### config.mk
export PLATFORM = sky130hd
export DESIGN_NAME = msq_pipe_ctrl
export DESIGN_NICKNAME = d
export VERILOG_FILES = /design/src/rtl/core/msq_pkg.sv /design/src/rtl/core/msq_pipe_ctrl.sv
export VERILOG_INCLUDE_DIRS = /design/src /design/src/rtl/core
export SDC_FILE = /design/constraint.sdc
export NUM_CORES = 1
export LEC_CHECK = 0
export ABC_AREA = 0
export BUFFER_PORTS_ARGS = -buffer_cell sky130_fd_sc_hd__buf_2
export CAP_MARGIN = 20
export CORE_ASPECT_RATIO = 0.75
export CORE_MARGIN = 2
export CORE_UTILIZATION = 46
export DETAILED_ROUTE_END_ITERATION = 8
export PLACE_DENSITY = 0.72
export SLEW_MARGIN = 20
export SYNTH_ARGS = -nofsm -noshare
export SYNTH_HDL_FRONTEND = slang
export SYNTH_SLANG_ARGS = --single-unit
### constraint.sdc
create_clock -name aclk -period 8.5 [get_ports aclk]
set_input_delay 1.7 -clock aclk [delete_from_list [all_inputs] [get_ports aclk]]
set_output_delay 1.7 -clock aclk [all_outputs]
set_load 0.005 [all_outputs]
### src/rtl/core/marching_squares_cell_segments_top_assert.svh
// ----------------------------------------------------------------------------
// Marching squares cell segments - assertion macros
// Shared concurrent assertion forms, clocked on aclk, off while in reset.
// ----------------------------------------------------------------------------
`ifndef MARCHING_SQUARES_CELL_SEGMENTS_TOP_ASSERT_SVH
`define MARCHING_SQUARES_CELL_SEGMENTS_TOP_ASSERT_SVH

// same-cycle implication
`define MSQ_ASSERT_IMPL(lbl, ante, cons, msg) \
    lbl: assert property (@(posedge aclk) disable iff (!aresetn) (ante) |-> (cons)) \
        else $error(msg);

// next-cycle implication
`define MSQ_ASSERT_NEXT(lbl, ante, cons, msg) \
    lbl: assert property (@(posedge aclk) disable iff (!aresetn) (ante) |=> (cons)) \
        else $error(msg);

`endif

### src/rtl/core/msq_pkg.sv
// ----------------------------------------------------------------------------
// msq_pkg
// Widths, types and the segment plan shared by the marching squares blocks.
// ----------------------------------------------------------------------------
package msq_pkg;

    localparam int COORD_W      = 12;
    localparam int SIZE_W       = 8;
    localparam int VALUE_W      = 32;
    localparam int OUT_W        = COORD_W + 1;
    localparam int Q_W          = SIZE_W + 1;
    localparam int DEN_W        = VALUE_W + 2;
    localparam int NUM_W        = VALUE_W + SIZE_W + 2;
    localparam int DIV_STAGES   = SIZE_W + 1;
    localparam int FRONT_STAGES = 2;
    localparam int PIPE_STAGES  = FRONT_STAGES + DIV_STAGES;
    localparam int N_SIDES      = 4;

    // bit positions of the corners in the case index
    localparam int BIT_TL = 0;
    localparam int BIT_TR = 1;
    localparam int BIT_BL = 2;
    localparam int BIT_BR = 3;

    localparam logic [3:0] CASE_NONE     = 4'b0000;
    localparam logic [3:0] CASE_FULL     = 4'b1111;
    localparam logic [3:0] CASE_SADDLE_A = 4'b0110;
    localparam logic [3:0] CASE_SADDLE_B = 4'b1001;

    typedef enum logic [1:0] {
        SIDE_TOP    = 2'd0,
        SIDE_LEFT   = 2'd1,
        SIDE_RIGHT  = 2'd2,
        SIDE_BOTTOM = 2'd3
    } side_t;

    typedef struct packed {
        logic        [COORD_W-1:0] cell_x;
        logic        [COORD_W-1:0] cell_y;
        logic        [SIZE_W-1:0]  cell_size;
        logic signed [VALUE_W-1:0] corner_top_left;
        logic signed [VALUE_W-1:0] corner_top_right;
        logic signed [VALUE_W-1:0] corner_bottom_left;
        logic signed [VALUE_W-1:0] corner_bottom_right;
    } msq_in_t;

    typedef struct packed {
        logic [OUT_W-1:0] start_x;
        logic [OUT_W-1:0] start_y;
        logic [OUT_W-1:0] end_x;
        logic [OUT_W-1:0] end_y;
        logic             last_segment;
    } msq_out_t;

    typedef struct packed {
        logic [COORD_W-1:0] x;
        logic [COORD_W-1:0] y;
        logic [SIZE_W-1:0]  s;
        logic [3:0]         idx;
    } cell_info_t;

    typedef struct packed {
        logic [NUM_W-1:0] num;
        logic [DEN_W-1:0] den;
        logic [Q_W-1:0]   q;
        logic             zero;
    } lane_t;

    typedef struct packed {
        logic [1:0] count;
        side_t      start0;
        side_t      end0;
        side_t      start1;
        side_t      end1;
    } plan_t;

    function automatic plan_t seg_plan(input logic [3:0] idx);
        plan_t p;
        logic  cross_top;
        logic  cross_left;
        logic  cross_right;
        logic  cross_bottom;
        cross_top    = idx[BIT_TL] ^ idx[BIT_TR];
        cross_left   = idx[BIT_TL] ^ idx[BIT_BL];
        cross_right  = idx[BIT_TR] ^ idx[BIT_BR];
        cross_bottom = idx[BIT_BL] ^ idx[BIT_BR];
        p.count  = 2'd1;
        p.start0 = SIDE_TOP;
        p.end0   = SIDE_LEFT;
        p.start1 = SIDE_BOTTOM;
        p.end1   = SIDE_LEFT;
        if (idx == CASE_NONE || idx == CASE_FULL) begin
            p.count = 2'd0;
        end else if (idx == CASE_SADDLE_A || idx == CASE_SADDLE_B) begin
            p.count  = 2'd2;
            p.start0 = SIDE_TOP;
            p.end0   = idx[BIT_TL] ? SIDE_LEFT : SIDE_RIGHT;
            p.start1 = SIDE_BOTTOM;
            p.end1   = idx[BIT_TL] ? SIDE_RIGHT : SIDE_LEFT;
        end else if (cross_top) begin
            p.start0 = SIDE_TOP;
            p.end0   = cross_left ? SIDE_LEFT : (cross_right ? SIDE_RIGHT : SIDE_BOTTOM);
        end else if (cross_bottom) begin
            p.start0 = SIDE_BOTTOM;
            p.end0   = cross_left ? SIDE_LEFT : SIDE_RIGHT;
        end else begin
            p.start0 = SIDE_LEFT;
            p.end0   = SIDE_RIGHT;
        end
        return p;
    endfunction

endpackage

### src/rtl/core/msq_pipe_ctrl.sv
// ----------------------------------------------------------------------------
// msq_pipe_ctrl
// Valid bits and cell sideband for every pipeline stage; stage load enables.
// ----------------------------------------------------------------------------
`include "marching_squares_cell_segments_top_assert.svh"

module msq_pipe_ctrl
    import msq_pkg::*;
(
    input  logic                   aclk,
    input  logic                   aresetn,
    input  logic                   in_valid,
    output logic                   in_ready,
    input  cell_info_t             in_info,
    output logic [PIPE_STAGES-1:0] load,
    output logic                   out_valid,
    output cell_info_t             out_info,
    input  logic                   out_ready
);

    logic [PIPE_STAGES-1:0] valid_reg;
    logic [PIPE_STAGES-1:0] valid_next;
    logic [PIPE_STAGES:0]   rdy;
    cell_info_t             info_reg [PIPE_STAGES];

    always_comb begin
        rdy[PIPE_STAGES] = out_ready;
        for (int i = PIPE_STAGES - 1; i >= 0; i--) begin
            rdy[i] = !valid_reg[i] || rdy[i+1];
        end
        valid_next[0] = rdy[0] ? in_valid : valid_reg[0];
        for (int i = 1; i < PIPE_STAGES; i++) begin
            valid_next[i] = rdy[i] ? valid_reg[i-1] : valid_reg[i];
        end
    end

    always_ff @(posedge aclk) begin
        if (!aresetn) begin
            valid_reg <= '0;
        end else begin
            valid_reg <= valid_next;
        end
    end

    always_ff @(posedge aclk) begin
        if (load[0]) begin
            info_reg[0] <= in_info;
        end
        for (int i = 1; i < PIPE_STAGES; i++) begin
            if (load[i]) begin
                info_reg[i] <= info_reg[i-1];
            end
        end
    end

    assign load      = rdy[PIPE_STAGES-1:0];
    assign in_ready  = rdy[0];
    assign out_valid = valid_reg[PIPE_STAGES-1];
    assign out_info  = info_reg[PIPE_STAGES-1];

    `MSQ_ASSERT_NEXT(a_tail_holds, out_valid && !out_ready, out_valid && $stable(out_info), "pipeline tail item lost while stalled")
    `MSQ_ASSERT_IMPL(a_head_ready, !valid_reg[0], in_ready, "empty first stage refused an item")

endmodule

### After elaboration in Yosys (flattened, before gate mapping)

Memories as Yosys holds them, arrays and structs flattened.
Index checks and enable logic that the tools add are counted.
W data, S select, Z words.

* input port bits: 40
* latch bits: 0
* memories: 1
* register bits after elaboration: 11
* bits in read-only memories: 0
* bits in writable memories: 396

Memories
* info_reg: words 11, width 36, read ports 11, clocked after memory_dff 0, write ports 11, line msq_pipe_ctrl.sv:24 `cell_info_t info_reg [PIPE_STAGES];`

* add/sub/neg operators: 0
* equal/unequal tests: 0
* multiplexer cells: 22
* $lt $le $gt $ge: 0
* reduce and logical (&&, ||, !) cells: 22
* shifts and indexed selects: 0
* div/mod/pow operators: 0
* bitwise logic cells: 0
* multiply operators: 0

Operator list (number)
* $mux W1: 22
* $logic_not A1 Y1: 11
* $logic_or A1 B1 Y1: 11

### Longest topological paths before layout

* depth after elaboration: 14
* depth in mapped cells: 5
* depth with buffers taken out: 5

### Worst setup path before layout

No wires, ideal clock.

* path kind: in2out
* from: input port out_ready
* to: output port load[0]
* path buffers: 1
* data required time: 6.800 ns
* path slack: 3.025 ns
* arrival: 3.775 ns
* stages: 5
* cells stage by stage: and4b_2 -> inv_4 -> nor2_8 -> nand3_1 -> buf_4

* cells in the longest elaborated chain, start to end: 11

Ends and longest elaborated chain
* start, declared: line msq_pipe_ctrl.sv:18 `input logic out_ready`
* $logic_or A1 B1 Y1 (3 in series): line msq_pipe_ctrl.sv:29 `rdy[i] = !valid_reg[i] || rdy[i+1];`
* via load[8]: line msq_pipe_ctrl.sv:15 `output logic [PIPE_STAGES-1:0] load,`
* $logic_or A1 B1 Y1 (8 in series): line msq_pipe_ctrl.sv:29
* end, declared: line msq_pipe_ctrl.sv:15

The timed path passes the listed nets, and every way through them passes these cells.

### Final worst setup path

* from: input port out_ready
* to: output port load[0]

* cells in the longest elaborated chain, start to end: 11

Ends and longest elaborated chain (line)
* $logic_or A1 B1 Y1 (11 in series): msq_pipe_ctrl.sv:29

Every way passes these cells.

==> metrics.txt <==
status completed; Max stage delay on crit path 0.71 ns; # resized after CTS 0; slowest cell on the critical path nand3_2; CP Capture Type output pin; via count approximately 4000; Setup Buffers After CTS 0; DP HPWL 8280 um; Post-route DRC 0; CTS sink cnt a little over 400; clk_lat worst skew 0.50 ns; Layout Skew 0.0145 ns; reg2reg path depth 4; router iterations before antenna repair 4; hold path depth 0; Initial Util 0.472; Top FF cell, synth edfxtp_1; fmax about 190 MHz; cts hold-fix bufs 0; placed cells 884; footprint of the multi-input gates 225 um^2; Finished Cell Area ~14000 um^2; Vias per Instance 4.32; fin cells roughly 940; max-slew violation count 0; MaxCap Viol Count 0; ratio of cells with drive above 1 in the final layout 0.252; Clock Tree Buf Depth 3; Yosys top cell area share 0.961; row count 51; antenna cells 0; Area after DPL 13300 um^2; synth top area cells edfxtp_1, dfxtp_1, nand3_1; post-layout min period 5.40 ns; die area 28200 um^2; critical path launch point type input port; Clock transition at path regs 0.06 ns; list of most frequent post-synthesis cells edfxtp_1, dfxtp_1, inv_1, nand3_1, nand2_1; root buf cell clkbuf_16; pre-CTS setup slack between 3 and 4 ns; setup TNS 0 ns; Buffers on Ports 88; worst r2r src valid_reg[10]$_SDFFE_PN0P_; Worst R2R End info_reg[0][22]$_DFFE_PP_; Core Footprint 26200 um^2; final wirelength 13500 um; routed len/inst 14.3 um; sequential area share after synthesis 0.979; Slew Limit Headroom 0.410; Area Overhead vs Synth 16.5%; WS Path Type in -> out; Num CTS Buffers 36; crit path max fanout 39; Async SR Flop Fraction 0; post-synth top area cell edfxtp_1; Worst Hold Slack 0.408 ns; filler instances 1888; final setup vio count 0; fin crit share 0.636; GPL Wtd Cong 0.680; synthesized cell area 12400 um^2; final-stage net count between 600 and 700; Power Dens Cells around 270 nW/um^2; VDD IR max 0.153 mV; Ports 89; Routed Antenna Nets 0; htree depth 2; vias in the first global route 4116; crit path cell chain buf_2, and4b_2, inv_4, nor2_8, nand3_2, buf_2; max reg flops 396; drt first-iter violations 163; setup repair after global routing missed its margin no; first-pass GRT wire length 22800 um; CTS tree built; most frequent cell on the critical path buf_2; post-synth cell types 25; Hold Crit Start info_reg[2][30]$_DFFE_PP_; largest net degree at the start of global routing 41; Slew @ Worst Pin 0.884 ns; hold path endpoint info_reg[3][30]$_DFFE_PP_; Leak 0.00526 uW; Global Route Usage Sum 0.101; die width 193 um; synthesis-stage register bit count 407; initial antenna violation count 0; worst hold path class reg -> reg; final hold vios 0; cell with the most instances after synthesis edfxtp_1; Worst Setup Slack, final 3.10 ns; Die Y 146 um; Syn Nets 486; synthesized area per cell around 28 um^2; Post-synth EDFFs 396; critical path arrival 3.70 ns; Register Area 12100 um^2; grt ovf 0; cells after synthesis around 450; Crit path required time 6.80 ns; reg-to-reg slack, setup around 6 ns; YS warnings 0
[where the power goes]
| part | switching [uW] | leakage (uW) | internal [uW] |
|---|---|---|---|
| Combinational | 8.54 | 0.000439 | 12.9 |
| Sequential | 28.3 | 0.00428 | 2300 |
| Clock | 626 | 0.000541 | 894 |
[routing by layer]
layer | vias up | wire [um] | GRT usage
li1 | 2058 | - | -
met1 | 1866 | 6400 | 0.146
met2 | 119 | 5810 | 0.143
met3 | 32 | 886 | 0.0316
met4 | 0 | 366 | 0.0462
met5 | - | 0 | 0
[cell usage in the layout (no fill, tap or decap), drive strengths merged]
cell type,n
a21boi,4
a21oi,1
a31o,1
a32o,1
and2,1
and4,1
and4b,1
buf,96
bufinv,3
clkbuf,47
clkinv,10
dfxtp,11
edfxtp,396
inv,7
nand2,4
nand2b,1
nand3,5
nand4,2
nor2,1
nor2b,1
nor3,1
o21a,2
o21ai,2
or2,1
[per-stage QoR]
step	util	total power, uW
after detailed placement	0.507	2390
after CTS	0.549	3910
after floorplan	-	2360
after global routing	0.549	4000
final	0.549	3870
after global placement	0.507	2390
[cell type report]
type / instances / area share
Sequential cell: 407 / 0.841
Clock inverter: 13 / 0.00947
Clock buffer: 47 / 0.0676
Inverter: 7 / 0.00217
Multi-Input combinational cell: 30 / 0.0156
Tap cell: 344 / 0.0299
Timing Repair Buffer: 96 / 0.0347
[critical path, delay by kind of cell]
family                 cells  cell delay, ns
buffers and inverters      3            0.69
and+or+nand+nor            3            1.29
[worst max-delay path by stage]
stage	start	end	slack, ns	cells past startpoint
2_1_floorplan	out_ready	load[0]	3.02	5
3_3_place_gp	out_ready	load[0]	3.22	6
6_report	out_ready	load[0]	3.10	6
4_1_cts	out_ready	load[0]	3.02	6
3_5_place_dp	out_ready	load[0]	3.03	6
5_1_grt	out_ready	load[0]	2.90	6
[logic make-up after synthesis]
group | after synthesis | synth area share
buffers and inverters | 9 | 0.00344
AOI/OAI and AO/OA | 11 | 0.00728
and+or+nand+nor | 19 | 0.0103
DFF | 407 | 0.979
Power figures use the tool's default switching activity.
