<file path="src/rtl/core/marching_squares_cell_segments_top_assert.svh">
// ----------------------------------------------------------------------------
// Marching squares cell segments - assertion macros
// Shared concurrent assertion forms, clocked on aclk, off while in reset.
// ----------------------------------------------------------------------------
`ifndef MARCHING_SQUARES_CELL_SEGMENTS_TOP_ASSERT_SVH
`define MARCHING_SQUARES_CELL_SEGMENTS_TOP_ASSERT_SVH

// same-cycle implication
`define MSQ_ASSERT_IMPL(lbl, ante, cons, msg) \
    lbl: assert property (@(posedge aclk) disable iff (!aresetn) (ante) |-> (cons)) \
        else $error(msg);

// next-cycle implication
`define MSQ_ASSERT_NEXT(lbl, ante, cons, msg) \
    lbl: assert property (@(posedge aclk) disable iff (!aresetn) (ante) |=> (cons)) \
        else $error(msg);

`endif

</file>
<file path="src/rtl/core/msq_pkg.sv">
// ----------------------------------------------------------------------------
// msq_pkg
// Widths, types and the segment plan shared by the marching squares blocks.
// ----------------------------------------------------------------------------
package msq_pkg;

    localparam int COORD_W      = 12;
    localparam int SIZE_W       = 8;
    localparam int VALUE_W      = 32;
    localparam int OUT_W        = COORD_W + 1;
    localparam int Q_W          = SIZE_W + 1;
    localparam int DEN_W        = VALUE_W + 2;
    localparam int NUM_W        = VALUE_W + SIZE_W + 2;
    localparam int DIV_STAGES   = SIZE_W + 1;
    localparam int FRONT_STAGES = 2;
    localparam int PIPE_STAGES  = FRONT_STAGES + DIV_STAGES;
    localparam int N_SIDES      = 4;

    // bit positions of the corners in the case index
    localparam int BIT_TL = 0;
    localparam int BIT_TR = 1;
    localparam int BIT_BL = 2;
    localparam int BIT_BR = 3;

    localparam logic [3:0] CASE_NONE     = 4'b0000;
    localparam logic [3:0] CASE_FULL     = 4'b1111;
    localparam logic [3:0] CASE_SADDLE_A = 4'b0110;
    localparam logic [3:0] CASE_SADDLE_B = 4'b1001;

    typedef enum logic [1:0] {
        SIDE_TOP    = 2'd0,
        SIDE_LEFT   = 2'd1,
        SIDE_RIGHT  = 2'd2,
        SIDE_BOTTOM = 2'd3
    } side_t;

    typedef struct packed {
        logic        [COORD_W-1:0] cell_x;
        logic        [COORD_W-1:0] cell_y;
        logic        [SIZE_W-1:0]  cell_size;
        logic signed [VALUE_W-1:0] corner_top_left;
        logic signed [VALUE_W-1:0] corner_top_right;
        logic signed [VALUE_W-1:0] corner_bottom_left;
        logic signed [VALUE_W-1:0] corner_bottom_right;
    } msq_in_t;

    typedef struct packed {
        logic [OUT_W-1:0] start_x;
        logic [OUT_W-1:0] start_y;
        logic [OUT_W-1:0] end_x;
        logic [OUT_W-1:0] end_y;
        logic             last_segment;
    } msq_out_t;

    typedef struct packed {
        logic [COORD_W-1:0] x;
        logic [COORD_W-1:0] y;
        logic [SIZE_W-1:0]  s;
        logic [3:0]         idx;
    } cell_info_t;

    typedef struct packed {
        logic [NUM_W-1:0] num;
        logic [DEN_W-1:0] den;
        logic [Q_W-1:0]   q;
        logic             zero;
    } lane_t;

    typedef struct packed {
        logic [1:0] count;
        side_t      start0;
        side_t      end0;
        side_t      start1;
        side_t      end1;
    } plan_t;

    function automatic plan_t seg_plan(input logic [3:0] idx);
        plan_t p;
        logic  cross_top;
        logic  cross_left;
        logic  cross_right;
        logic  cross_bottom;
        cross_top    = idx[BIT_TL] ^ idx[BIT_TR];
        cross_left   = idx[BIT_TL] ^ idx[BIT_BL];
        cross_right  = idx[BIT_TR] ^ idx[BIT_BR];
        cross_bottom = idx[BIT_BL] ^ idx[BIT_BR];
        p.count  = 2'd1;
        p.start0 = SIDE_TOP;
        p.end0   = SIDE_LEFT;
        p.start1 = SIDE_BOTTOM;
        p.end1   = SIDE_LEFT;
        if (idx == CASE_NONE || idx == CASE_FULL) begin
            p.count = 2'd0;
        end else if (idx == CASE_SADDLE_A || idx == CASE_SADDLE_B) begin
            p.count  = 2'd2;
            p.start0 = SIDE_TOP;
            p.end0   = idx[BIT_TL] ? SIDE_LEFT : SIDE_RIGHT;
            p.start1 = SIDE_BOTTOM;
            p.end1   = idx[BIT_TL] ? SIDE_RIGHT : SIDE_LEFT;
        end else if (cross_top) begin
            p.start0 = SIDE_TOP;
            p.end0   = cross_left ? SIDE_LEFT : (cross_right ? SIDE_RIGHT : SIDE_BOTTOM);
        end else if (cross_bottom) begin
            p.start0 = SIDE_BOTTOM;
            p.end0   = cross_left ? SIDE_LEFT : SIDE_RIGHT;
        end else begin
            p.start0 = SIDE_LEFT;
            p.end0   = SIDE_RIGHT;
        end
        return p;
    endfunction

endpackage

</file>
<file path="src/rtl/core/msq_front.sv">
// ----------------------------------------------------------------------------
// msq_front
// Corner magnitudes, then per-edge rounding numerator and doubled denominator.
// ----------------------------------------------------------------------------
module msq_front
    import msq_pkg::*;
(
    input  logic                      aclk,
    input  logic                      load0,
    input  logic                      load1,
    input  msq_in_t                   in_data,
    output lane_t [N_SIDES-1:0]       lanes
);

    localparam int CORNER_TL = 0;
    localparam int CORNER_TR = 1;
    localparam int CORNER_BL = 2;
    localparam int CORNER_BR = 3;
    localparam int N_CORNERS = 4;

    logic [VALUE_W-1:0] corner   [N_CORNERS];
    logic [VALUE_W-1:0] mag_reg  [N_CORNERS];
    logic [SIZE_W-1:0]  size_reg;
    lane_t              lane_reg [N_SIDES];
    lane_t              lane_next[N_SIDES];
    logic [1:0]         pair_a   [N_SIDES];
    logic [1:0]         pair_b   [N_SIDES];

    assign corner[CORNER_TL] = in_data.corner_top_left;
    assign corner[CORNER_TR] = in_data.corner_top_right;
    assign corner[CORNER_BL] = in_data.corner_bottom_left;
    assign corner[CORNER_BR] = in_data.corner_bottom_right;

    // corner pair of each edge, offset measured from the first one
    assign pair_a[SIDE_TOP]    = 2'(CORNER_TL);
    assign pair_b[SIDE_TOP]    = 2'(CORNER_TR);
    assign pair_a[SIDE_LEFT]   = 2'(CORNER_TL);
    assign pair_b[SIDE_LEFT]   = 2'(CORNER_BL);
    assign pair_a[SIDE_RIGHT]  = 2'(CORNER_TR);
    assign pair_b[SIDE_RIGHT]  = 2'(CORNER_BR);
    assign pair_a[SIDE_BOTTOM] = 2'(CORNER_BL);
    assign pair_b[SIDE_BOTTOM] = 2'(CORNER_BR);

    always_ff @(posedge aclk) begin
        if (load0) begin
            for (int c = 0; c < N_CORNERS; c++) begin
                mag_reg[c] <= corner[c][VALUE_W-1] ? VALUE_W'(~corner[c] + 1'b1) : corner[c];
            end
            size_reg <= in_data.cell_size;
        end
    end

    always_comb begin
        for (int k = 0; k < N_SIDES; k++) begin
            logic [VALUE_W:0]          sum;
            logic [VALUE_W+SIZE_W-1:0] prod;
            sum  = {1'b0, mag_reg[pair_a[k]]} + {1'b0, mag_reg[pair_b[k]]};
            prod = mag_reg[pair_a[k]] * size_reg;
            lane_next[k].num  = NUM_W'({prod, 1'b0}) + NUM_W'(sum);
            lane_next[k].den  = {sum, 1'b0};
            lane_next[k].q    = '0;
            lane_next[k].zero = (sum == '0);
        end
    end

    always_ff @(posedge aclk) begin
        if (load1) begin
            for (int k = 0; k < N_SIDES; k++) begin
                lane_reg[k] <= lane_next[k];
            end
        end
    end

    always_comb begin
        for (int k = 0; k < N_SIDES; k++) begin
            lanes[k] = lane_reg[k];
        end
    end

endmodule

</file>
<file path="config.mk">
export PLATFORM = sky130hd
export DESIGN_NAME = msq_front
export DESIGN_NICKNAME = d
export VERILOG_FILES = /design/src/rtl/core/marching_squares_cell_segments_top_assert.svh /design/src/rtl/core/msq_pkg.sv /design/src/rtl/core/msq_front.sv
export SDC_FILE = /design/constraint.sdc
export NUM_CORES = 2
export LEC_CHECK = 0
export BUFFER_PORTS_ARGS = -buffer_cell sky130_fd_sc_hd__buf_2
export CAP_MARGIN = 20
export CORE_ASPECT_RATIO = 0.5
export CORE_UTILIZATION = 50
export CTS_BUF_LIST = sky130_fd_sc_hd__clkbuf_2 sky130_fd_sc_hd__clkbuf_4 sky130_fd_sc_hd__clkbuf_8
export CTS_CLUSTER_DIAMETER = 40
export DETAILED_ROUTE_END_ITERATION = 10
export GPL_TIMING_DRIVEN = 0
export PLACE_DENSITY_LB_ADDON = 0.08
export SLEW_MARGIN = 20
export SYNTH_ARGS = -nofsm -noshare
export SYNTH_HDL_FRONTEND = slang
export SYNTH_SLANG_ARGS = --single-unit
</file>
<file path="constraint.sdc">
create_clock -name aclk -period 7.55 [get_ports aclk]
set_input_delay 1.51 -clock aclk [delete_from_list [all_inputs] [get_ports aclk]]
set_output_delay 1.51 -clock aclk [all_outputs]
set_load 0.02 [all_outputs]
</file>
# ---- Word level (Yosys, flattened, before mapping)
# Memories as Yosys holds them, arrays and structs flattened.
# Cells that the tools add are included.
dict set report word_totals {
  reg_bits 8
  mem_bits_rw 432
  inputBits 163
  word_cells 34
  n_memories 2
}
dict set report op_classes {
  add_sub_neg 12
  n_mul 3
  n_mux 8
  n_bitwise 4
  n_reduce_logical 4
}
# name depth word_bits read_ports rd_ports_with_merged_regs write_ports line
set memory_table {}
lappend memory_table {lane_reg 4 76 4 0 4 msq_front.sv:24} ;# lane_t lane_reg [N_SIDES];
lappend memory_table {mag_reg 4 32 4 0 4 msq_front.sv:22} ;# logic [VALUE_W-1:0] mag_reg [N_CORNERS];
# operator count
set ops {}
lappend ops {{adder 41 x 33 -> 42 bit} 4}
lappend ops {{adder 32 x 32 -> 33 bit} 4}
lappend ops {{zero test 33 bit} 4}
lappend ops {{adder 32 x 1 -> 32 bit, second input constant} 4}
lappend ops {{2-to-1 mux 32 bit} 4}
lappend ops {{NOT 32 bit} 4}
lappend ops {{multiplier 32 x 8 -> 40 bit} 3}
lappend ops {{2-to-1 mux 1 bit} 4}

# ---- Longest topological paths before layout
dict set report depth {
  word_depth 3
  ltp_mapped 34
}

# ---- Worst setup path after synthesis
# OpenSTA, ideal clock, no wires.
dict set report synth_path {
  path_kind {register to register}
  from {register size_reg[2]}
  to {memory lane_reg[1][68] in the netlist's numbering (data pin)}
  arrival_ns 6.894
  t_required_ns 7.273
  path_slack_ns 0.379
  path_stages_with_launch 29
  path_buffers 1
  path_cell_list {edfxtp_1 clkbuf_1 and2_1 fa_1 fa_1 fa_1 inv_1 fa_1 inv_1 ha_1 and3_1 a22o_1 a311oi_1 nand2_1 a21o_1 a21oi_1 xnor2_1 ha_1 o21a_1 nor2_1 nor3_1 a211oi_1 a31oi_1 a31oi_1 o21ai_0 o41a_1 a21o_1 and2_1 xnor2_1}
}
# element line
set synth_lines {}
lappend synth_lines {{start: declaration} msq_front.sv:23} ;# logic [SIZE_W-1:0] size_reg;
lappend synth_lines {{start signal: assignment} msq_front.sv:49} ;# size_reg <= in_data.cell_size;
lappend synth_lines {{end: declaration} msq_front.sv:24}

==> results.py <==
metrics = {
    "synth": {
        "synth_cell_types": 83,
        "synth.top_cells.by_area": "edfxtp_1 (25%), fa_1 (21%), ha_1 (10%)",
        "syn_avg_cell_area_um2": 9.70,
        "synth_top_area_share_pct": 24.9,
        "syn_area_um2": 52700,
        "synth_flop_cell": "edfxtp_1",
        "synth_edf_count": 436,
        "yosysWarnings": 0,
        "ys_seq_area_share_pct": 24.9,
        "ys_ff_latch": 436,
        "yosysTopAreaCell": "edfxtp_1",
        "netlist_instances": 5427,
        "synthArstFlopShare_pct": 0,
    },
    "finish": {
        "multi_input_area_um2": 37700,
        "ff_latch_area_um2": 13100,
        "area_growth_pct": 15.7,
        "layout.cells.non_filler": 7586,
        "final_common_cell": "inv_1",
        "fillerInstances": 9149,
        "final_cell_mix": "inv_1 (588), and2_1 (580), fa_1 (543)",
        "drive_above_1_share_pct": 16.1,
        "nets": 7259,
        "largest_reg_flops": 300,
    },
    "setup_path": {
        "cp_slowest_stage_delay_ps": 540,
        "cp_slowest_cell": "fa_1",
        "crit_path_frequent_cell": "fa_1",
        "cp.depth": 31,
        "cp.buffers_inverters": 6,
        "cp.arrival_ps": 8000,
        "worstRegToRegCells": 31,
        "required_ps": 8050,
        "worst-setup-path-type": "reg2reg",
        "cp_max_fo": 5,
        "cp_top_family": "adder cells",
        "cp-start-kind": "register",
        "cp-end-kind": "register",
        "rrSetupSlack_ps": 40,
    },
    "clocking": {
        "cts_root_buf": "clkbuf_8",
        "clockBufferDepth": 3,
        "hold_buffers": 0,
        "htree_levels": 3,
        "cts.clk_slew.worst_paths_ps": 70,
        "cts_num_sinks": 436,
        "cts_tree": "done",
        "cts_buffers": 75,
        "clock_latency_ps": 790,
    },
    "die": {
        "die_x_um": 461,
        "core_region_area_um2": 103000,
        "boundaryPins": 507,
        "die_area_um2": 107000,
        "die_height_um": 231,
        "start_util_pct": 50.9,
        "rows": 83,
    },
    "placement": {
        "port_buffers": 442,
        "place_congestion": 0.981,
        "pre_cts_slack_ps": -2290,
        "dp.cells": 7315,
        "dp_hpwl_um": 143000,
    },
    "sta": {
        "slew_headroom_pct": 26.2,
        "fmax_mhz": 133,
        "timing.setup.tns_ps": 0,
        "report.final.slew_viol_count": 0,
        "setup_viol_count_final": 0,
        "finalCritPeriodShare_pct": 99.4,
        "fin_ws_ps": 42.2,
        "finalHoldViolations": 0,
        "tightest_slew_ps": 1110,
        "period_needed_ps": 7510,
        "finClkSkew_ps": 56.5,
        "rsz0062_at_grt": "true",
    },
    "route": {
        "num_vias": 43900,
        "first_pass_iters": 6,
        "ant_nets": 0,
        "viasPerCell": 5.79,
        "wl_per_cell_um": 23.6,
        "drt-initial-drc-count": 4356,
        "drc": 0,
        "routed_wl_um": 179000,
    },
    "global_route": {
        "grt_pass1_wl_um": 264000,
        "grt_start_max_net_pins": 103,
        "grt_usage_pct": 33.2,
        "grt-ovfl-total": 0,
        "antenna_found_initial": 39,
        "grt_pass1_vias": 43400,
    },
    "worst_hold_path": {
        "hp-class": "reg2reg",
        "hold_depth": 1,
    },
    "run_status": {
        "status": "complete, no violations",
    },
    "run": {
        "max-cap-violations": 0,
    },
}
## synth_stat cells (35+ instances only)
| cell type | count |
|---|---|
| nor3_1 | 59 |
| nor2_1 | 241 |
| a211oi_1 | 64 |
| or4_1 | 36 |
| inv_1 | 594 |
| clkbuf_1 | 130 |
| ha_1 | 440 |
| and2_1 | 583 |
| o21ai_0 | 224 |
| o21a_1 | 52 |
| nand2_1 | 401 |
| nand3_1 | 61 |
| buf_4 | 44 |
| nand4_1 | 37 |
| a21o_1 | 184 |
| xnor2_1 | 343 |
| edfxtp_1 | 436 |
| nand2b_1 | 55 |
| a31oi_1 | 35 |
| xor2_1 | 105 |
| o21bai_1 | 51 |
| a21oi_1 | 290 |
| o31ai_1 | 50 |
| fa_1 | 548 |
## path summary, 6_finish.rpt
path	startpoint	endpoint
worst max register to register	size_reg[4]	lane_reg[1][68]
worst min register to register	mag_reg[0][0]	lane_reg[1][34]
worst min-delay path	mag_reg[0][0]	lane_reg[1][34]
worst max-delay path	size_reg[4]	lane_reg[1][68]
## layer usage
layer	share of wire (%)	wire (um)	GRT usage (%)
met5	0.11	197	0
met4	3.6	6350	11.5
met3	9.7	17300	7.68
met2	43	77000	49.6
met1	44	77900	47.2
## per-stage QoR
step	util, %	area, um^2	hold slack [ps]
floorplan	-	52800	575
global placement	54.9	56800	850
detailed placement	55.0	56900	870
CTS	57.8	59700	876
global route	58.9	60900	887
finish	58.9	60900	892
## what timing repair did
item / CTS / global route
pin swaps: 29 / 102
setup buffers: 77 / 47
gates resized for setup: 170 / 220
setup endpoints to repair: 111 / 54
gates cloned: 2 / 1
## logic make-up (layout without fill, tap and decap cells)
logic type	after synthesis	count (layout)	share of synthesized area (%)
buf+inv	774	1474	5.85
mux	3	3	0.0570
flops	436	436	24.9
compound gates	1118	1118	13.8
fa+ha+maj	988	988	31.3
simple gates	1659	1659	16.7
xor+xnor	448	448	7.45
other cells	1	58	0.00712
## cell type report
class	count	share of cell area (%)
Multi-Input combinational cell	4256	61.8
Sequential cell	436	21.5
Timing Repair Buffer	573	5.61
Inverter	594	3.66
Tap cell	1402	2.88
Buffer	172	1.99
Clock buffer	96	1.95
Clock inverter	39	0.563
Antenna cell	18	0.0739
Power is left out: the tool's default activity adds up to more than one toggle a clock period on the data nets, which glitch-free logic cannot reach.
