[config.mk]
export PLATFORM = sky130hd
export DESIGN_NAME = msq_div_lane
export DESIGN_NICKNAME = d
export VERILOG_FILES = /design/src/rtl/core/marching_squares_cell_segments_top_assert.svh /design/src/rtl/core/msq_pkg.sv /design/src/rtl/core/msq_div_lane.sv
export SDC_FILE = /design/constraint.sdc
export NUM_CORES = 1
export LEC_CHECK = 0
export BUFFER_PORTS_ARGS = -buffer_cell sky130_fd_sc_hd__buf_2
export CORE_MARGIN = 2
export CORE_UTILIZATION = 53
export DETAILED_ROUTE_END_ITERATION = 8
export GPL_ROUTABILITY_DRIVEN = 1
export HOLD_SLACK_MARGIN = 0.15
export PLACE_DENSITY_LB_ADDON = 0.25
export SYNTH_ARGS = -nofsm -noshare
export SYNTH_HDL_FRONTEND = slang
export SYNTH_SLANG_ARGS = --single-unit
export TNS_END_PERCENT = 100
[constraint.sdc]
create_clock -name aclk -period 5.8 [get_ports aclk]
set_input_delay 0.58 -clock aclk [delete_from_list [all_inputs] [get_ports aclk]]
set_output_delay 0.58 -clock aclk [all_outputs]
set_load 0.01 [all_outputs]
[src/rtl/core/marching_squares_cell_segments_top_assert.svh]
// ----------------------------------------------------------------------------
// Marching squares cell segments - assertion macros
// Shared concurrent assertion forms, clocked on aclk, off while in reset.
// ----------------------------------------------------------------------------
`ifndef MARCHING_SQUARES_CELL_SEGMENTS_TOP_ASSERT_SVH
`define MARCHING_SQUARES_CELL_SEGMENTS_TOP_ASSERT_SVH

// same-cycle implication
`define MSQ_ASSERT_IMPL(lbl, ante, cons, msg) \
    lbl: assert property (@(posedge aclk) disable iff (!aresetn) (ante) |-> (cons)) \
        else $error(msg);

// next-cycle implication
`define MSQ_ASSERT_NEXT(lbl, ante, cons, msg) \
    lbl: assert property (@(posedge aclk) disable iff (!aresetn) (ante) |=> (cons)) \
        else $error(msg);

`endif

[src/rtl/core/msq_pkg.sv]
// ----------------------------------------------------------------------------
// msq_pkg
// Widths, types and the segment plan shared by the marching squares blocks.
// ----------------------------------------------------------------------------
package msq_pkg;

    localparam int COORD_W      = 12;
    localparam int SIZE_W       = 8;
    localparam int VALUE_W      = 32;
    localparam int OUT_W        = COORD_W + 1;
    localparam int Q_W          = SIZE_W + 1;
    localparam int DEN_W        = VALUE_W + 2;
    localparam int NUM_W        = VALUE_W + SIZE_W + 2;
    localparam int DIV_STAGES   = SIZE_W + 1;
    localparam int FRONT_STAGES = 2;
    localparam int PIPE_STAGES  = FRONT_STAGES + DIV_STAGES;
    localparam int N_SIDES      = 4;

    // bit positions of the corners in the case index
    localparam int BIT_TL = 0;
    localparam int BIT_TR = 1;
    localparam int BIT_BL = 2;
    localparam int BIT_BR = 3;

    localparam logic [3:0] CASE_NONE     = 4'b0000;
    localparam logic [3:0] CASE_FULL     = 4'b1111;
    localparam logic [3:0] CASE_SADDLE_A = 4'b0110;
    localparam logic [3:0] CASE_SADDLE_B = 4'b1001;

    typedef enum logic [1:0] {
        SIDE_TOP    = 2'd0,
        SIDE_LEFT   = 2'd1,
        SIDE_RIGHT  = 2'd2,
        SIDE_BOTTOM = 2'd3
    } side_t;

    typedef struct packed {
        logic        [COORD_W-1:0] cell_x;
        logic        [COORD_W-1:0] cell_y;
        logic        [SIZE_W-1:0]  cell_size;
        logic signed [VALUE_W-1:0] corner_top_left;
        logic signed [VALUE_W-1:0] corner_top_right;
        logic signed [VALUE_W-1:0] corner_bottom_left;
        logic signed [VALUE_W-1:0] corner_bottom_right;
    } msq_in_t;

    typedef struct packed {
        logic [OUT_W-1:0] start_x;
        logic [OUT_W-1:0] start_y;
        logic [OUT_W-1:0] end_x;
        logic [OUT_W-1:0] end_y;
        logic             last_segment;
    } msq_out_t;

    typedef struct packed {
        logic [COORD_W-1:0] x;
        logic [COORD_W-1:0] y;
        logic [SIZE_W-1:0]  s;
        logic [3:0]         idx;
    } cell_info_t;

    typedef struct packed {
        logic [NUM_W-1:0] num;
        logic [DEN_W-1:0] den;
        logic [Q_W-1:0]   q;
        logic             zero;
    } lane_t;

    typedef struct packed {
        logic [1:0] count;
        side_t      start0;
        side_t      end0;
        side_t      start1;
        side_t      end1;
    } plan_t;

    function automatic plan_t seg_plan(input logic [3:0] idx);
        plan_t p;
        logic  cross_top;
        logic  cross_left;
        logic  cross_right;
        logic  cross_bottom;
        cross_top    = idx[BIT_TL] ^ idx[BIT_TR];
        cross_left   = idx[BIT_TL] ^ idx[BIT_BL];
        cross_right  = idx[BIT_TR] ^ idx[BIT_BR];
        cross_bottom = idx[BIT_BL] ^ idx[BIT_BR];
        p.count  = 2'd1;
        p.start0 = SIDE_TOP;
        p.end0   = SIDE_LEFT;
        p.start1 = SIDE_BOTTOM;
        p.end1   = SIDE_LEFT;
        if (idx == CASE_NONE || idx == CASE_FULL) begin
            p.count = 2'd0;
        end else if (idx == CASE_SADDLE_A || idx == CASE_SADDLE_B) begin
            p.count  = 2'd2;
            p.start0 = SIDE_TOP;
            p.end0   = idx[BIT_TL] ? SIDE_LEFT : SIDE_RIGHT;
            p.start1 = SIDE_BOTTOM;
            p.end1   = idx[BIT_TL] ? SIDE_RIGHT : SIDE_LEFT;
        end else if (cross_top) begin
            p.start0 = SIDE_TOP;
            p.end0   = cross_left ? SIDE_LEFT : (cross_right ? SIDE_RIGHT : SIDE_BOTTOM);
        end else if (cross_bottom) begin
            p.start0 = SIDE_BOTTOM;
            p.end0   = cross_left ? SIDE_LEFT : SIDE_RIGHT;
        end else begin
            p.start0 = SIDE_LEFT;
            p.end0   = SIDE_RIGHT;
        end
        return p;
    endfunction

endpackage

[src/rtl/core/msq_div_lane.sv]
// ----------------------------------------------------------------------------
// msq_div_lane
// Restoring divider, one quotient bit per stage, MSB first.
// ----------------------------------------------------------------------------
module msq_div_lane
    import msq_pkg::*;
(
    input  logic                  aclk,
    input  logic [DIV_STAGES-1:0] load,
    input  lane_t                 in_lane,
    output logic [Q_W-1:0]        q
);

    lane_t stage_reg [DIV_STAGES];

    for (genvar i = 0; i < DIV_STAGES; i++) begin : g_step
        localparam int QBIT = SIZE_W - i;
        lane_t            cur;
        lane_t            nxt;
        logic [NUM_W-1:0] trial;

        if (i == 0) begin : g_first
            assign cur = in_lane;
        end else begin : g_rest
            assign cur = stage_reg[i-1];
        end

        assign trial = NUM_W'(cur.den) << QBIT;

        always_comb begin
            nxt = cur;
            if (cur.num >= trial) begin
                nxt.num     = cur.num - trial;
                nxt.q[QBIT] = 1'b1;
            end
        end

        always_ff @(posedge aclk) begin
            if (load[i]) begin
                stage_reg[i] <= nxt;
            end
        end
    end

    // zero magnitude sum on an edge gives offset 0
    assign q = stage_reg[DIV_STAGES-1].zero ? '0 : stage_reg[DIV_STAGES-1].q;

endmodule

Word-level counts from Yosys, hierarchy flattened
Memory sizes are Yosys's and may differ from the RTL's.
Index checks and enable logic that the tools add are counted.
{"block": "totals", "reg_bits": 0, "latch_bits": 0, "ram_bits": 774, "mem_bits_ro": 0, "in_bits": 96, "out_inout_bits": 9, "word_cells": 56, "n_memories": 1}
{"memory": "stage_reg", "words": 9, "word_bits": 86, "rd": 9, "rd_ports_with_merged_regs": 0, "wr": 9, "line_no": "msq_div_lane.sv:14", "text": "lane_t stage_reg [DIV_STAGES];"}
{"block": "classes", "n_addsub": 9, "mul": 0, "n_div": 0, "n_lt_le_gt_ge": 9, "n_eq_ne": 0, "shift": 0, "n_mux": 37, "bitwise": 0, "n_reduce_logical": 0}
{"cell": "2-to-1 mux 42 bit", "count": 9}
{"cell": "greater-or-equal comparator 42 x 34 -> 1 bit", "count": 1}
{"cell": "greater-or-equal comparator 42 x 35 -> 1 bit", "count": 1}
{"cell": "greater-or-equal comparator 42 x 36 -> 1 bit", "count": 1}
{"cell": "greater-or-equal comparator 42 x 37 -> 1 bit", "count": 1}
{"cell": "greater-or-equal comparator 42 x 38 -> 1 bit", "count": 1}
{"cell": "greater-or-equal comparator 42 x 39 -> 1 bit", "count": 1}
{"cell": "greater-or-equal comparator 42 x 40 -> 1 bit", "count": 1}
{"cell": "greater-or-equal comparator 42 x 41 -> 1 bit", "count": 1}
{"cell": "greater-or-equal comparator 42 bit", "count": 1}
{"cell": "subtractor 42 x 34 -> 42 bit", "count": 1}
{"cell": "subtractor 42 x 35 -> 42 bit", "count": 1}
{"cell": "subtractor 42 x 36 -> 42 bit", "count": 1}
{"cell": "subtractor 42 x 37 -> 42 bit", "count": 1}
{"cell": "subtractor 42 x 38 -> 42 bit", "count": 1}
{"cell": "subtractor 42 x 39 -> 42 bit", "count": 1}
{"cell": "subtractor 42 x 40 -> 42 bit", "count": 1}
{"cell": "subtractor 42 x 41 -> 42 bit", "count": 1}
{"cell": "subtractor 42 bit", "count": 1}
{"cell": "2-to-1 mux 1 bit", "count": 27}
{"cell": "2-to-1 mux 9 bit", "count": 1}

Logic depth before layout (Yosys ltp)
Gate-level depths: netlist of the first run.
An unclocked memory read counts as a cell.
{"block": "depth", "word_depth": 3, "ltp_mapped": 16, "mapped_depth_nobuf": 14}

Worst setup path before layout of the first run
OpenSTA, ideal clock, no wires.
{"block": "synth_timing", "path_type": "input to register", "startpoint": "in in_lane[52] in the netlist's numbering", "endpoint": "mem stage_reg[0][83] in the netlist's numbering, data pin", "setup_ns": 0.259, "arrival_time_ns": 2.978, "required_time_ns": 5.541, "path_slack_ns": 2.563, "path_stages": 14, "n_path_buf": 2, "path_cell_list": "inv_1 -> ha_1 -> fa_1 -> nor2b_1 -> o21a_1 -> o211ai_1 -> a21oi_1 -> a221o_1 -> nand2_1 -> a211oi_2 -> o31ai_2 -> buf_2 -> buf_6 -> o31a_1"}
{"element": "from (decl)", "line_no": "msq_div_lane.sv:10", "text": "input lane_t in_lane,"}
{"element": "to (decl)", "line_no": "msq_div_lane.sv:14"}

==> flow_summary.yaml, run 1 <==
outcome:
  status: "finished, final reports clean"
sta:
  worst-slew-pin-transition_ns: 1.27
  hold_viol: 0
  setup_violations: 0
  min_period_ns: 4.26
  tns_ns: 0
  drv_slew: 0
  clock_skew_ns: 0.0137
  fin_crit_sh_pct: 73.4
  rsz0062_at_grt: "false"
  max_freq_mhz: 235
  maxSlewHeadroom_pct: 14.7
logic_synthesis:
  synthTopCellsByCount: "698 x edfxtp_1, 380 x inv_1, 317 x a21oi_1, 306 x ha_1, 293 x nand2_1"
  yosysMostFrequentCell: "edfxtp_1"
  syn_nets: 4106
  synth_ff_type: "edfxtp_1"
  synth_area_leaders: "edfxtp_1 52%, ha_1 9.5%, a21oi_1 3.9%, inv_1 3.5%, o21ai_0 3.4%"
  synth_top_area_share_pct: 52.0
  ys_seq_area_share_pct: 52.0
  syn_area_sq_um: 40300
  syn_avg_cell_area_sq_um: 10.9
  synth_edf_count: 698
  yosysUniqueCellTypes: 97
  synth_top_area_cell: "edfxtp_1"
  ys_ff_latch: 698
  yosys_warnings: 0
  async_flop_share_pct: 0
  netlist_instances: 3696
floorplan:
  core_area_sq_um: 75600
  rows: 101
  dieHeight_um: 280
  top_level_ports: 105
  dieArea_sq_um: 78200
  die_w_um: 280
  start_util_pct: 53.3
detailed_routing:
  drt_pass1_iterations: 5
  ant_nets: 0
  drt_iter0_drc: 1899
  drt-total-wl_um: 79000
  avgRoutedWirePerCell_um: 16.1
  via_per_inst: 5.45
  vias: 26722
  drc: 0
hold_path:
  hp-start: "in_lane[11]"
  hp-class: "input port to flip-flop"
setup_path:
  worstPathMaxFanout: 43
  crit_arrival_ns: 4.61
  crit_path_start_kind: "flip-flop"
  setup.worst_path.start: "stage_reg[0][364]"
  critPathMaxStageDelay_ns: 0.56
  r2r-start: "stage_reg[0][364]"
  cpMaxStageDelayCell: "a22o_2"
  crit_chain: "inv_1 -> ha_1 -> and4_1 -> nand3_1 -> a211oi_1 -> a211o_1 -> a221oi_2 -> o21bai_2 -> a32oi_2 -> a22o_2 -> buf_4 -> mux2_1"
  crit_type: "flip-flop to flip-flop"
  rrSetupSlack_ns: 1.54
  endpoint_kind: "flip-flop"
  cp_data_required_time_ns: 6.16
pwr:
  power_density_nw_per_um2: 465
  p_total_mw: 20.8
  p_leak_nw: 18.4
  ir_worst_vdd_mv: 0.249
cells_and_area:
  largest_register_ffs: 698
  drive_above_1_share_pct: 8.49
  fin_nets: 4279
  syn_to_final_growth_pct: 11.0
  diodes: 0
  fillers: 6276
  ff_latch_area_sq_um: 21000
  multiInputGateArea_sq_um: 17500
  utilization_pct: 59.2
cts:
  clk_latency_ns: 0.61
  cts_tree: "built"
  cts.sinks: 698
  cts_root_buffer: "clkbuf_16"
  clock_path_buffers: 3
  h-tree-depth: 3
  postCtsResizedCells: 0
  clk_pin_slew_worst_paths_ns: 0.06
  cts_made_buffers: 74
global_route:
  grt.overflow.total: 0
  grtUsageTotal_pct: 20.5
  grt_antenna_before_repair: 0
  grt_pass1_wl_um: 130000
  grt_max_degree: 73
  grt_pass1_vias: 26289
placement:
  place_congestion: 0.925
  hpwl_um: 61100
  io_buffers: 104
run:
  drv_cap: 0
## layout make-up
type                       count  area share (%)
sequential                   698            46.9
tap                          978            2.74
timing repair buffer         178            2.76
inverter                     380            3.19
clock buffer                  84            4.27
clock inverter                45            1.06
multi-input combinational   2537            39.1
## timing repair
| action | in CTS | in global routing |
|---|---|---|
| hold endpoints to repair | 50 | 0 |
| setup buffers | 0 | 0 |
| hold buffers | 50 | 0 |
## cells in the final DEF, fill, tap and decap left out, types with 20 or more instances in the layout
cell,netlist,layout
nand3_1,56,56
a211oi_1,21,21
clkbuf_16,0,75
buf_2,28,96
nor3_1,47,47
o21a_1,36,36
buf_4,15,31
ha_1,306,306
nor2b_1,43,43
a21oi_1,317,317
mux2_2,42,42
dlygate4sd3_1,0,50
nor4_1,24,24
xor2_1,111,111
xnor2_1,142,142
o21bai_1,48,48
o31ai_1,20,20
edfxtp_1,698,698
and3_1,26,26
nand4_1,45,45
o21ai_0,277,277
a21o_1,138,138
nand2_1,293,293
inv_1,380,380
a31oi_1,30,29
nand2b_1,46,46
nor2_1,225,225
## worst paths after layout
path / to / cells after the start
hold / removal: stage_reg[0][11] / 1
setup reg to reg: stage_reg[0][478] / 12
hold reg to reg: stage_reg[0][697] / 0
setup / recovery: stage_reg[0][478] / 12
## cell families (layout without fill, tap and decap cells)
kind of cell	Yosys count	in the layout	share of synthesized area, %
compound gates	1034	1034	16.2
simple gates	889	889	10.5
fa+ha+maj	314	314	9.90
xor+xnor	253	253	5.50
flops	698	698	52.0
mux	47	47	1.30
buf+inv	461	687	4.60
## worst max-delay path: cells and delay by family, from the launching register on
kind / cells / cell delay [ns]
compound gates: 6 / 1.88
fa+ha+maj: 1 / 0.38
buf+inv: 2 / 0.51
flops: 1 / 0.38
mux: 1 / 0.35
simple gates: 2 / 0.45
## where the power goes
part	switching, mW	internal [mW]	total (mW)
Sequential	0.630	7.23	7.86
Combinational	4.63	3.67	8.30
Clock	1.86	2.76	4.62
## per-layer routing
| layer | global-route usage [%] | wire length [um] | part of all wire, % | up-vias |
|---|---|---|---|---|
| met5 | 0 | 0 | 0 | - |
| met4 | 12.0 | 4600 | 5.8 | 0 |
| met3 | 2.50 | 2720 | 3.4 | 176 |
| met2 | 34.0 | 36400 | 46 | 569 |
| met1 | 26.0 | 35300 | 45 | 12142 |
| li1 | - | - | - | 13835 |
## stage by stage
step                std cells  worst slack (ns)  hold WS (ns)  instance area (sq um)
detailed placement       4721              1.61         0.405                  41800
global placement         4721              1.70         0.402                  41800
floorplan                3696              2.56         0.400                  40300
CTS                      4900              1.59         0.183                  44700
global route             4900              1.28         0.220                  44700
finish                   4900              1.54         0.221                  44700
Power figures use the tool's default switching activity.
==> run 2: changes to the inputs <==
==> constraint.sdc (replaced) <==
create_clock -name aclk -period 3.6 [get_ports aclk]
set_input_delay 0.36 -clock aclk [delete_from_list [all_inputs] [get_ports aclk]]
set_output_delay 0.36 -clock aclk [all_outputs]
set_load 0.01 [all_outputs]
==> flow_summary.yaml, run 2 (synthesized netlist as in run 1, its figures left out) <==
sta:
  max_freq_mhz: 277
  clock_skew_ns: 0.0160
  fin_hold_ws_ns: 0.190
  worst-slew-pin-transition_ns: 0.989
  maxSlewHeadroom_pct: 33.8
  fin_crit_sh_pct: 100
  hold_viol: 0
  rsz0062_at_grt: "true"
  final.setup.worst_slack_ns: -0.0147
  drv_slew: 0
  setup_violations: 2
  min_period_ns: 3.61
cells_and_area:
  fin_nets: 4530
  design_area_sq_um: 47200
  final_cell_mix: "698 x edfxtp_1, 378 x inv_1, 315 x a21oi_1, 305 x ha_1, 293 x nand2_1"
  instances_no_fill: 5151
  syn_to_final_growth_pct: 17.1
  layout_commonest_cell: "edfxtp_1"
  largest_register_ffs: 698
  drive_above_1_share_pct: 13.7
  diodes: 0
cts:
  cts.sinks: 698
  clk_latency_ns: 0.60
  cts_tree: "built"
  clk_pin_slew_worst_paths_ns: 0.06
  cts_root_buffer: "clkbuf_16"
  cts_made_buffers: 72
  clock_path_buffers: 3
  h-tree-depth: 3
floorplan:
  start_util_pct: 53.3
  top_level_ports: 105
  rows: 101
  dieHeight_um: 280
  core_area_sq_um: 75600
  die_w_um: 280
  dieArea_sq_um: 78200
setup_path:
  crit_type: "flip-flop to flip-flop"
  crit_chain: "inv_2 -> ha_4 -> inv_2 -> fa_2 -> a211oi_2 -> o21ai_1 -> a21oi_2 -> o21bai_4 -> a211oi_4 -> o21ai_2 -> a2111oi_4 -> o31a_4 -> buf_12 -> buf_4 -> a21oi_1 -> a21o_1"
  crit_arrival_ns: 3.97
  critPathMaxStageDelay_ns: 0.47
  worstPathMaxFanout: 9
  cpMaxStageDelayCell: "a2111oi_4"
  crit_top_cell: "inv_2"
  cp_data_required_time_ns: 3.95
  endpoint_kind: "flip-flop"
  crit_path_start_kind: "flip-flop"
pwr:
  ir_worst_vdd_mv: 0.381
  p_total_mw: 34.5
  p_leak_nw: 19.7
  power_density_nw_per_um2: 732
detailed_routing:
  avgRoutedWirePerCell_um: 15.8
  via_per_inst: 5.44
  drc: 0
  vias: 28033
  drt_pass1_iterations: 7
  drt-total-wl_um: 81600
  drt_iter0_drc: 1718
  ant_nets: 0
global_route:
  grt_pass1_wl_um: 131000
  grt.overflow.total: 0
  grt_max_degree: 87
  grtUsageTotal_pct: 20.7
  grt_antenna_before_repair: 0
  grt_pass1_vias: 27122
placement:
  place_area_sq_um: 43500
  place_congestion: 0.937
  io_buffers: 104
  placedCellCount: 4914
  hpwl_um: 61500
hold_path:
  hp-class: "input port to flip-flop"
outcome:
  violations: "negative setup slack"
  status: "complete, but fails checks"
run:
  drv_cap: 0
[run 2: cell count changes in the layout (fill, tap and decap cells not counted), moves of 3 or more]
cell,before,now
buf_4,31,222
buf_12,1,17
mux2_2,42,39
o21ai_1,9,27
a31oi_2,1,5
clkinv_1,16,10
a31oi_1,29,26
dlygate4sd3_1,50,86
mux2_4,0,3
o21ai_0,277,257
a211oi_1,21,18
clkbuf_1,9,15
[run 2: layout make-up]
class | count | area [sq um]
Fill cell | 5982 | 28400
Sequential cell | 698 | 21000
Multi-Input combinational cell | 2540 | 17700
Timing Repair Buffer | 428 | 3480
Clock buffer | 90 | 1930
Inverter | 380 | 1430
Tap cell | 978 | 1220
Clock inverter | 37 | 403
[run 2: layer usage]
metal / global-route usage (%) / vias to the layer above / part of all wire (%)
met3: 2.37 / 215 / 3.5
li1: - / 14334 / -
met1: 25.5 / 12839 / 44
met2: 35.4 / 645 / 47
met4: 11.5 / 0 / 5.8
met5: 0 / - / 0
[run 2: repair_timing]
item                                   4_1_cts  5_1_grt
endpoints found under the hold margin       95        0
setup endpoints to repair                   74       94
pin swaps                                    4       21
gates resized for setup                     11       58
cloned                                       3        3
hold buffers                                86        0
setup buffers                                0       18
[run 2: worst paths after layout]
path | startpoint | to | slack (ns) | cells after the start
setup reg to reg | stage_reg[0][136] | stage_reg[0][240] | -0.01 | 16
hold / removal | in_lane[83] | stage_reg[0][83] | 0.19 | 3
setup / recovery | stage_reg[0][136] | stage_reg[0][240] | -0.01 | 16
hold reg to reg | stage_reg[0][91] | stage_reg[0][177] | 0.42 | 0
[run 2: report_power, final]
| group | switching, mW | total (mW) | leakage, nW | internal [mW] |
|---|---|---|---|---|
| clock network | 2.95 | 7.33 | 1.14 | 4.39 |
| registers | 1.06 | 12.7 | 6.79 | 11.7 |
| logic | 7.74 | 14.5 | 11.7 | 6.76 |
[run 2: metrics by stage]
| step | utilization [%] | TNS [ns] | worst slack, ns |
|---|---|---|---|
| 2_1_floorplan | - | 0 | 0.365 |
| 3_3_place_gp | 57.5 | -6.24 | -0.366 |
| 3_5_place_dp | 57.5 | -9.21 | -0.450 |
| 4_1_cts | 61.9 | -0.0278 | -0.0278 |
| 5_1_grt | 62.4 | -1.79 | -0.124 |
| 6_report | 62.4 | -0.0279 | -0.0147 |
[run 2: critical path: cells and delay by family (launching register included)]
family / cells / cell delay [ns]
compound gates: 10 / 1.99
flops: 1 / 0.40
fa+ha+maj: 2 / 0.55
buf+inv: 4 / 0.41
